[src/hw/rtl/ptec_pkg.sv]
// ----------------------------------------------------------------------------
// ptec_pkg
// Shared widths, codes and types for the periodic timer expiry counter.
// ----------------------------------------------------------------------------
package ptec_pkg;

   localparam int TIME_W   = 64;
   localparam int KIND_W   = 2;
   localparam int STATUS_W = 2;

   // transaction kinds
   typedef enum logic [KIND_W-1:0] {
      KIND_OBSERVE = 2'd0,
      KIND_ARM     = 2'd1,
      KIND_READ    = 2'd2,
      KIND_SPARE   = 2'd3
   } ptec_kind_type;

   // result status codes
   typedef enum logic [STATUS_W-1:0] {
      STATUS_OK          = 2'd0,
      STATUS_WOULD_BLOCK = 2'd1,
      STATUS_MUST_WAIT   = 2'd2,
      STATUS_UNUSED      = 2'd3
   } ptec_status_type;

   // sequencer states
   typedef enum logic [3:0] {
      ST_IDLE = 4'b0001,
      ST_PREP = 4'b0010,
      ST_DIV  = 4'b0100,
      ST_DONE = 4'b1000
   } ptec_state_type;

   // divider handshake status towards the sequencer
   typedef struct packed {
      logic busy;
      logic done;
   } ptec_div_stat_type;

endpackage

[src/hw/rtl/periodic_timer_expiry_counter_top.sv]
// ----------------------------------------------------------------------------
// periodic_timer_expiry_counter_top
// Timer with deadline and period; reports and consumes pending expiries.
// ----------------------------------------------------------------------------
//  channel | direction | handshake            | payload
//  req_    | in        | req_valid/req_stall  | kind, now, arm value/interval/absolute
//  rsp_    | out       | rsp_valid/rsp_stall  | status, expiries, ready, remaining, prior period
//  csr_    | in        | csr_valid/csr_ready  | nonblocking flag
//
//  a periodic timer that is due goes through ST_PREP, the bit-serial divider
//  (64 steps plus hand-over) and ST_DIV to ST_DONE, where the result is
//  registered; any other transaction goes from ST_PREP straight to ST_DONE.
//  the next request is taken back in ST_IDLE. a stalled result holds the
//  sequencer in its last state. the new deadline after a read is
//  now - remainder + period, so no multiply. reset clears all timer state.
// ----------------------------------------------------------------------------
module periodic_timer_expiry_counter_top (
   input  logic                             clock,
   input  logic                             reset,
   input  logic                             req_valid,
   output logic                             req_stall,
   input  logic [ptec_pkg::KIND_W-1:0]      req_kind,
   input  logic [ptec_pkg::TIME_W-1:0]      req_now_ns,
   input  logic [ptec_pkg::TIME_W-1:0]      req_arm_value_ns,
   input  logic [ptec_pkg::TIME_W-1:0]      req_arm_interval_ns,
   input  logic                             req_arm_absolute,
   output logic                             rsp_valid,
   input  logic                             rsp_stall,
   output logic [ptec_pkg::STATUS_W-1:0]    rsp_status,
   output logic [ptec_pkg::TIME_W-1:0]      rsp_expiries,
   output logic                             rsp_ready_res,
   output logic [ptec_pkg::TIME_W-1:0]      rsp_remaining_ns,
   output logic [ptec_pkg::TIME_W-1:0]      rsp_prior_period_ns,
   input  logic                             csr_valid,
   output logic                             csr_ready,
   input  logic                             csr_wdata
);
   import ptec_pkg::*;

   localparam int W = TIME_W;

   ptec_state_type    state_ff, state_in;
   ptec_div_stat_type div_stat;
   logic              div_start;
   logic [W-1:0]      div_quo, div_rem;

   // timer state
   logic [W-1:0]      deadline_ff, deadline_in;
   logic [W-1:0]      period_ff, period_in;
   logic              nonblk_ff;

   // captured request
   ptec_kind_type     kind_ff;
   logic [W-1:0]      now_ff, aval_ff, aint_ff;
   logic              aabs_ff;

   // per transaction working values
   logic [W-1:0]      cnt_ff, cnt_in;
   logic [W-1:0]      base_ff, base_in;
   logic [W-1:0]      remain_ff, remain_in;
   logic [W-1:0]      oldper_ff, oldper_in;

   // result register
   logic              rsp_valid_ff, rsp_valid_in;
   ptec_status_type   status_ff, status_in;
   logic [W-1:0]      exp_ff, exp_in;
   logic [W-1:0]      rem_out_ff, oldint_out_ff;

   logic              accept;
   logic              out_free;
   logic              armed;
   logic              due;
   logic [W-1:0]      sum_a, sum_b, sum;

   assign accept   = req_valid & ~req_stall;
   assign out_free = ~rsp_valid_ff | ~rsp_stall;
   assign armed    = (deadline_ff != '0);
   assign due      = armed & (now_ff >= deadline_ff);

   // divider for the elapsed time over the period
   ptec_div #(
      .DIV_W (W)
   ) u_div (
      .clock     (clock),
      .reset     (reset),
      .start     (div_start),
      .dividend  (now_ff - deadline_ff),
      .divisor   (period_ff),
      .stat      (div_stat),
      .quotient  (div_quo),
      .remainder (div_rem)
   );

   // deadline adder operands: relative arm or read on a periodic timer
   always_comb begin
      if (kind_ff == KIND_ARM) begin
         sum_a = now_ff;
         sum_b = aval_ff;
      end else begin
         sum_a = base_ff;
         sum_b = period_ff;
      end
   end
   assign sum = sum_a + sum_b;

   // sequencer
   always_comb begin
      state_in     = state_ff;
      div_start    = 1'b0;
      cnt_in       = cnt_ff;
      base_in      = base_ff;
      remain_in    = remain_ff;
      oldper_in    = oldper_ff;
      deadline_in  = deadline_ff;
      period_in    = period_ff;
      status_in    = status_ff;
      exp_in       = exp_ff;
      rsp_valid_in = rsp_valid_ff & rsp_stall;
      case (state_ff)
         ST_IDLE: begin
            if (accept) state_in = ST_PREP;
         end
         ST_PREP: begin
            remain_in = (armed && (deadline_ff > now_ff)) ? deadline_ff - now_ff : '0;
            oldper_in = period_ff;
            cnt_in    = due ? W'(1) : '0;
            if (due && (period_ff != '0)) begin
               div_start = 1'b1;
               state_in  = ST_DIV;
            end else begin
               state_in = ST_DONE;
            end
         end
         ST_DIV: begin
            if (div_stat.done) begin
               cnt_in   = div_quo + W'(1);
               base_in  = now_ff - div_rem;
               state_in = ST_DONE;
            end
         end
         ST_DONE: begin
            if (out_free) begin
               rsp_valid_in = 1'b1;
               status_in    = STATUS_OK;
               exp_in       = cnt_ff;
               case (kind_ff)
                  KIND_ARM: begin
                     if (aval_ff == '0) begin
                        deadline_in = '0;
                        period_in   = '0;
                     end else begin
                        deadline_in = aabs_ff ? aval_ff : sum;
                        period_in   = aint_ff;
                     end
                  end
                  KIND_READ: begin
                     if (cnt_ff != '0) begin
                        deadline_in = (period_ff == '0) ? '0 : sum;
                     end else if (nonblk_ff || !armed) begin
                        status_in = STATUS_WOULD_BLOCK;
                     end else begin
                        status_in = STATUS_MUST_WAIT;
                     end
                  end
                  default: begin
                  end
               endcase
               state_in = ST_IDLE;
            end
         end
         default: state_in = ST_IDLE;
      endcase
   end

   // control registers
   always_ff @(posedge clock) begin
      if (reset) begin
         state_ff     <= ST_IDLE;
         deadline_ff  <= '0;
         period_ff    <= '0;
         nonblk_ff    <= 1'b0;
         rsp_valid_ff <= 1'b0;
      end else begin
         state_ff     <= state_in;
         deadline_ff  <= deadline_in;
         period_ff    <= period_in;
         rsp_valid_ff <= rsp_valid_in;
         if (csr_valid && csr_ready) nonblk_ff <= csr_wdata;
      end
   end

   // request capture
   always_ff @(posedge clock) begin
      if (accept) begin
         kind_ff <= ptec_kind_type'(req_kind);
         now_ff  <= req_now_ns;
         aval_ff <= req_arm_value_ns;
         aint_ff <= req_arm_interval_ns;
         aabs_ff <= req_arm_absolute;
      end
   end

   // working values and result payload
   always_ff @(posedge clock) begin
      cnt_ff    <= cnt_in;
      base_ff   <= base_in;
      remain_ff <= remain_in;
      oldper_ff <= oldper_in;
      status_ff <= status_in;
      exp_ff    <= exp_in;
      if (state_ff == ST_DONE && out_free) begin
         rem_out_ff    <= remain_ff;
         oldint_out_ff <= oldper_ff;
      end
   end

   assign req_stall           = (state_ff != ST_IDLE);
   assign csr_ready           = 1'b1;
   assign rsp_valid           = rsp_valid_ff;
   assign rsp_status          = status_ff;
   assign rsp_expiries        = exp_ff;
   assign rsp_ready_res       = (exp_ff != '0);
   assign rsp_remaining_ns    = rem_out_ff;
   assign rsp_prior_period_ns = oldint_out_ff;

endmodule

[src/hw/rtl/ptec_div.sv]
// ----------------------------------------------------------------------------
// ptec_div
// Restoring divider, one quotient bit per cycle through one shared subtractor.
// ----------------------------------------------------------------------------
module ptec_div #(
   parameter int DIV_W = ptec_pkg::TIME_W
) (
   input  logic                          clock,
   input  logic                          reset,
   input  logic                          start,
   input  logic [DIV_W-1:0]              dividend,
   input  logic [DIV_W-1:0]              divisor,
   output ptec_pkg::ptec_div_stat_type   stat,
   output logic [DIV_W-1:0]              quotient,
   output logic [DIV_W-1:0]              remainder
);
   import ptec_pkg::*;

   localparam int CNT_W = (DIV_W > 1) ? $clog2(DIV_W) : 1;

   logic             busy_ff, busy_in;
   logic             done_ff, done_in;
   logic [CNT_W-1:0] cnt_ff, cnt_in;
   logic [DIV_W-1:0] rem_ff, rem_in;
   logic [DIV_W-1:0] quo_ff, quo_in;
   logic [DIV_W-1:0] dsr_ff, dsr_in;

   logic [DIV_W:0]   shifted;
   logic [DIV_W:0]   trial;
   logic             fits;

   // shared subtractor: shifted partial remainder minus divisor
   assign shifted = {rem_ff, quo_ff[DIV_W-1]};
   assign trial   = shifted - {1'b0, dsr_ff};
   assign fits    = ~trial[DIV_W];

   // step control
   always_comb begin
      busy_in = busy_ff;
      done_in = 1'b0;
      cnt_in  = cnt_ff;
      rem_in  = rem_ff;
      quo_in  = quo_ff;
      dsr_in  = dsr_ff;
      if (start) begin
         busy_in = 1'b1;
         cnt_in  = '0;
         rem_in  = '0;
         quo_in  = dividend;
         dsr_in  = divisor;
      end else if (busy_ff) begin
         rem_in = fits ? trial[DIV_W-1:0] : shifted[DIV_W-1:0];
         quo_in = {quo_ff[DIV_W-2:0], fits};
         cnt_in = cnt_ff + CNT_W'(1);
         if (cnt_ff == CNT_W'(DIV_W - 1)) begin
            busy_in = 1'b0;
            done_in = 1'b1;
         end
      end
   end

   // control registers
   always_ff @(posedge clock) begin
      if (reset) begin
         busy_ff <= 1'b0;
         done_ff <= 1'b0;
      end else begin
         busy_ff <= busy_in;
         done_ff <= done_in;
      end
   end

   // datapath registers
   always_ff @(posedge clock) begin
      cnt_ff <= cnt_in;
      rem_ff <= rem_in;
      quo_ff <= quo_in;
      dsr_ff <= dsr_in;
   end

   assign stat.busy = busy_ff;
   assign stat.done = done_ff;
   assign quotient  = quo_ff;
   assign remainder = rem_ff;

endmodule

[config.mk]
export PLATFORM = sky130hd
export DESIGN_NAME = periodic_timer_expiry_counter_top
export DESIGN_NICKNAME = d
export VERILOG_FILES = /design/src/hw/rtl/ptec_pkg.sv /design/src/hw/rtl/periodic_timer_expiry_counter_top.sv /design/src/hw/rtl/ptec_div.sv
export SDC_FILE = /design/constraint.sdc
export NUM_CORES = 2
export LEC_CHECK = 0
export BUFFER_PORTS_ARGS = -buffer_cell sky130_fd_sc_hd__buf_2
export CAP_MARGIN = 20
export CORE_MARGIN = 5
export CORE_UTILIZATION = 41
export CTS_CLUSTER_SIZE = 12
export DETAILED_ROUTE_END_ITERATION = 10
export PLACE_DENSITY = 0.64
export SLEW_MARGIN = 15
export SYNTH_ARGS = -nofsm -noshare
export SYNTH_HDL_FRONTEND = slang
export SYNTH_SLANG_ARGS = --single-unit
[constraint.sdc]
create_clock -name clock -period 15.15 [get_ports clock]
set_input_delay 1.515 -clock clock [delete_from_list [all_inputs] [get_ports clock]]
set_output_delay 1.515 -clock clock [all_outputs]
set_load 0.1 [all_outputs]
**Word level (Yosys, flattened, before mapping)**

Cells that the tools add are included.

- Divide/modulo/power cells: 0
- Shift operators: 0
- Multipliers: 0
- Bitwise gates (word level): 10
- Add/subtract/negate cells: 7
- Equality and inequality tests: 12
- $lt $le $gt $ge: 2
- Mux-type cells: 28
- Reduce and logical (&&, ||, !) cells: 22

Operators by type and width:

| cell | number |
|---|---|
| $mux W64 | 11 |
| $pmux W64 S2 | 2 |
| $reduce_bool A64 Y1 | 4 |
| $sub A64 B64 Y64 | 3 |
| $logic_not A64 Y1 | 2 |
| $sub A65 B64 Y65 | 1 |
| $add A64 B1 Y64 const B | 1 |
| $add A64 B64 Y64 | 1 |
| $ge A64 B64 Y1 | 1 |
| $gt A64 B64 Y1 | 1 |
| $mux W4 | 4 |
| $pmux W4 S4 | 1 |
| $mux W1 | 9 |
| $add A6 B1 Y6 const B | 1 |
| $eq A6 B6 Y1 const B | 1 |
| $ne A2 B2 Y1 const B | 3 |
| $not A1 Y1 | 6 |
| $reduce_and A2 Y1 | 3 |
| $reduce_and A3 Y1 | 2 |
| $reduce_bool A2 Y1 | 3 |
| $eq A4 B1 Y1 const B | 1 |
| $eq A4 B2 Y1 const B | 1 |
| $eq A4 B3 Y1 const B | 1 |
| $eq A4 B4 Y1 const B | 1 |
| 13 further kinds | 17 |

- RAM bits: 0
- Register bits: 979
- ROM bits: 0
- Bits of input ports: 201
- Memories kept: 0
- Latch bits: 0
- Output and inout port bits: 198
- Logic and storage cells: 105

**Depth between registers and ports, before layout**

- Word-level depth: 6
- Gate-level depth with buffers: 19
- Gate-level depth less buffers: 16

**Modules after synthesis**

Synthesis repeated with hierarchy kept, for this count alone.

- Cell total of the unflattened synthesis: 5272
- Area total of the unflattened synthesis: 55403.1 um2

By module, submodules not included:

| module | instances | seq. area each (um2) | area each (um2) | cells each |
|---|---|---|---|---|
| periodic_timer_expiry_counter_top | 1 | 22051.1 | 43523.0 | 4089 |
| ptec_div | 1 | 5285.1 | 11880.1 | 1183 |

**Worst setup path after synthesis**

No wires, ideal clock.

- Kind: input-to-reg
- Start: input rsp_stall
- End: register deadline_ff[60]
- Stages: 5
- Required time: 15.092 ns
- Arrival time: 13.656 ns
- Setup time: 0.058 ns
- Slack: 1.436 ns
- Cell sequence: a21oi_1 > o211ai_1 > or3_1 > o32ai_1 > a31o_2

- Cells in the longest elaborated chain, start to end: 3

Ends and longest elaborated chain:

| what | RTL line | source |
|---|---|---|
| start, declared | periodic_timer_expiry_counter_top.sv:28 | `input logic rsp_stall,` |
| $not A1 Y1 | periodic_timer_expiry_counter_top.sv:76 | `assign out_free = ~rsp_valid_ff \| ~rsp_stall;` |
| $or A1 B1 Y1 | periodic_timer_expiry_counter_top.sv:76 |  |
| $reduce_and A4 Y1 (no source line) | -- |  |
| end signal, assigned | periodic_timer_expiry_counter_top.sv:185 | `deadline_ff <= deadline_in;` |
| end, declared | periodic_timer_expiry_counter_top.sv:48 | `logic [W-1:0] deadline_ff, deadline_in;` |

Every way passes these cells.
A chain may end at the register's enable or synchronous reset.

**Final worst setup path**

- Start: register kind_ff[1]
- End: register deadline_ff[59]

- Cells in the longest elaborated chain, start to end: 6
- Elaborated cells on any way between the ends: 13
- Classes of those cells: add/sub: 1; eq/ne: 3; mux: 7; reduce/logical: 2

Ends and longest elaborated chain:

| what | RTL line | source |
|---|---|---|
| start, declared | periodic_timer_expiry_counter_top.sv:53 | `ptec_kind_type kind_ff;` |
| start signal, assigned | periodic_timer_expiry_counter_top.sv:195 | `kind_ff <= ptec_kind_type'(req_kind);` |
| $eq A2 B1 Y1 | periodic_timer_expiry_counter_top.sv:96, periodic_timer_expiry_counter_top.sv:146 |  |
| $mux W64 | periodic_timer_expiry_counter_top.sv:96 | `if (kind_ff == KIND_ARM) begin` |
| $add A64 B64 Y64 | periodic_timer_expiry_counter_top.sv:104 | `assign sum = sum_a + sum_b;` |
| $mux W64 (on tied branches) | periodic_timer_expiry_counter_top.sv:158, periodic_timer_expiry_counter_top.sv:152 |  |
| $mux W64 (on tied branches) | periodic_timer_expiry_counter_top.sv:157, periodic_timer_expiry_counter_top.sv:148 |  |
| $pmux W64 S2 | periodic_timer_expiry_counter_top.sv:146 | `case (kind_ff)` |

Parallel ways exist; a longest one is shown, timed or not. The select of a mux whose other input is x is not followed.

==> results.toml <==
[run_status]
outcome = "finished, final reports clean"

[logic_synthesis]
synthArstFlopShare = 0
ys.flop_type = "edfxtp_1"
ys_seq_area_frac = 0.4941
syn_avg_cell_area_um2 = 10.14
synth_edf_count = 773
netlist_instances = 5459
yosysWarningCount = 0
syn_area_um2 = 55330
synth_nets = 5985
yosysUniqueCellTypes = 82
ys_ff_latch = 979

[power]
irDropWorstVdd_mv = 0.1003
p_per_area_nw_per_um2 = 102.1
power_mw = 6.374
leakage_nw = 24.48

[die]
rows = 134
die_w_um = 377.4
io_pins = 399
fp.dieH_um = 377.4
core_um2 = 133800
die_area_um2 = 142400
initial_core_util = 0.4136

[clock_tree]
cts.repair.resized = 0
clockBufferDepth = 3
clock_sinks = 979
post_cts_hold_buffer_count = 0
cts_tree = "yes"
cts_buffers = 108
cts_root_buf = "clkbuf_16"
clkTransAtPathRegs_ns = 0.06
insertion_delay_ns = 0.76
htree_levels = 3
cts_setup_buffers = 0

[timing]
drv_slew = 0
relSlewSlack = 0.2969
hold_violations = 0
fin_crit_sh = 0.4007
fin_ws_ns = 9.080
tightestPinTransition_ns = 1.046
max_freq_ghz = 0.1647
finalSetupViolations = 0
fin_tns_setup_ns = 0
rsz0062_at_grt = "no"
fin_crit_ns = 6.070
fin_worst_skew_ns = 0.04251

[job]
maxCapViolations = 0

[global_routing]
grt_pass1_vias = 41520
antenna_found_initial = 22
grt_first_pass_wirelength_um = 268800
grt_use_total = 0.2504
gr-total-overflow = 0
grt_max_degree = 126

[route]
drcViolationCount = 0
drtIter0Drc = 3907
vias_per_cell = 5.723
wl_per_cell_um = 24.19
vias = 43490
dr.pass1.iters = 7
drt-total-wl_um = 183800
drtAntennaViolNets = 0

[critical_path]
path_delay_family = "compound AO/OA/AOI/OAI gates"
end_kind = "register"
start_kind = "register"
required_ns = 15.74
critPathMaxFanout = 67
path_class = "reg -> reg"
arrival_ns = 6.66
cp_cell_sequence = "nor2b_4 > buf_4 > buf_4 > mux2_2 > ha_1 > a21oi_1 > nor2_1 > o21ai_0 > a31oi_1 > o21ai_0 > nand2_1 > o21a_1 > a21boi_0 > xnor2_1 > a221oi_1 > a211oi_1"
path_buf_inv = 2
cpMaxStageDelayCell = "buf_4"
critPathMaxStageDelay_ns = 0.77

[finish]
nNetsFinal = 6259
area_delta_synth_final_pct = 12.78
final_core_util = 0.4664
stdcell_count = 7600
layout-drive-gt1-share = 0.1333

[worst_hold_path]
hold_class = "reg -> reg"

[placement]
dp_cells = 7391
place_hpwl_um = 143700
gp_congestion = 0.9453
place_ws_ns = 9.133
portBuffers = 397
## per-layer routing
layer,global-route usage,share of wire
met2,0.3680,0.42
met5,0,0
met4,0.08019,0.034
met3,0.03426,0.073
met1,0.3810,0.47
## placed cells by master, fill, tap and decap left out, types with 66 or more instances in the layout
master     instances
ha_1             320
buf_2            397
clkbuf_16        110
mux2_2           130
a21oi_1          569
dfxtp_1          205
nand3_1          147
inv_1            348
a221oi_1          66
a211oi_1         118
nand2_1          404
nand4_1          111
o21ai_0          304
o21bai_1          82
xor2_1           134
edfxtp_1         773
nor2_1           399
xnor2_1          207
a21o_1           166
nor4_1            93
## path summary, 6_finish.rpt
check	startpoint	slack, ns	endpoint	cells after the start
setup reg to reg	kind_ff[1]	9.08	deadline_ff[59]	16
setup / recovery	kind_ff[1]	9.08	deadline_ff[59]	16
hold reg to reg	oldper_ff[24]	0.41	rsp_prior_period_ns[24]	0
hold / removal	oldper_ff[24]	0.41	rsp_prior_period_ns[24]	0
## final cells by class
type / instances / area, µm²
antenna: 9 / 22.52
clock buffer: 158 / 3087
clock inverter: 42 / 437.9
fill: 12640 / 71390
inverter: 350 / 1321
multi-input combinational: 3860 / 25700
sequential: 979 / 27340
tap: 1768 / 2212
timing repair buffer: 434 / 2277
## flip-flops by register name, indices dropped and copies added (netlist names), 6 cells and up
register / flops
u_div.quotient: 64
base_ff: 64
rsp_prior_period_ns: 64
u_div.remainder: 64
u_div.dsr_ff: 64
aval_ff: 64
now_ff: 64
rsp_expiries: 64
deadline_ff: 64
cnt_ff: 64
u_div.cnt_ff: 6
rsp_remaining_ns: 64
oldper_ff: 64
remain_ff: 64
period_ff: 64
aint_ff: 64
## power breakdown
| part | internal [mW] | switching [mW] | total (mW) |
|---|---|---|---|
| clock network | 1.50 | 1.10 | 2.60 |
| registers | 2.95 | 0.0785 | 3.03 |
| logic | 0.272 | 0.467 | 0.740 |
| total | 4.73 | 1.65 | 6.37 |
## logic make-up after synthesis
| logic type | after synthesis | synth area share |
|---|---|---|
| compound gates | 1568 | 0.1760 |
| xor+xnor | 342 | 0.05414 |
| fa+ha+maj | 325 | 0.07417 |
| buf+inv | 620 | 0.04349 |
| flops | 979 | 0.4941 |
| mux | 160 | 0.03188 |
| other cells | 1 | 0.00006777 |
| simple gates | 1464 | 0.1262 |
## stage by stage
stage	instance area [µm²]	hold slack (ns)
2_1_floorplan	55330	0.4003
3_3_place_gp	58850	0.4015
3_5_place_dp	58860	0.4045
4_1_cts	62380	0.4136
5_1_grt	62380	0.4210
6_report	62400	0.4100
## worst reg2reg max path, cell delays in order, from the launching register on
cell      delay [ns]
edfxtp_1        0.42
nor2b_4         0.12
buf_4           0.64
buf_4           0.80
mux2_2          0.56
ha_1            0.30
a21oi_1         0.25
nor2_1          0.11
o21ai_0         0.57
a31oi_1         0.22
o21ai_0         0.62
nand2_1         0.24
o21a_1          0.31
a21boi_0        0.23
xnor2_1         0.09
a221oi_1        0.34
a211oi_1        0.11
## cell usage after synthesis, types with 15 or more instances
master	instances	area (µm²)
nand2b_1	39	244.0
and4_1	16	140.1
o31ai_1	20	150.1
dfxtp_1	206	4124
nor4_1	97	606.8
o21bai_1	82	615.6
a21boi_0	21	157.7
xor2_1	135	1182
nor3_1	64	320.3
a21oi_1	570	2853
buf_1	15	56.30
clkbuf_1	219	822.0
ha_1	320	4004
nor2b_1	47	294.0
nor2_1	401	1505
a31oi_1	44	275.3
or3_1	32	200.2
a221oi_1	66	578.1
a21o_1	166	1246
o21a_1	41	307.8
and3_1	39	244.0
nand4_1	111	694.4
mux2i_1	30	300.3
inv_1	349	1310
and2_1	20	125.1
edfxtp_1	773	23210
a211oi_1	118	885.9
buf_2	27	135.1
o21ai_1	15	75.07
nand3_1	147	735.7
xnor2_1	207	1813
o211ai_1	26	195.2
nand2_1	407	1528
mux2_2	130	1464
o21ai_0	306	1531
(Power assumes the default switching activity.)
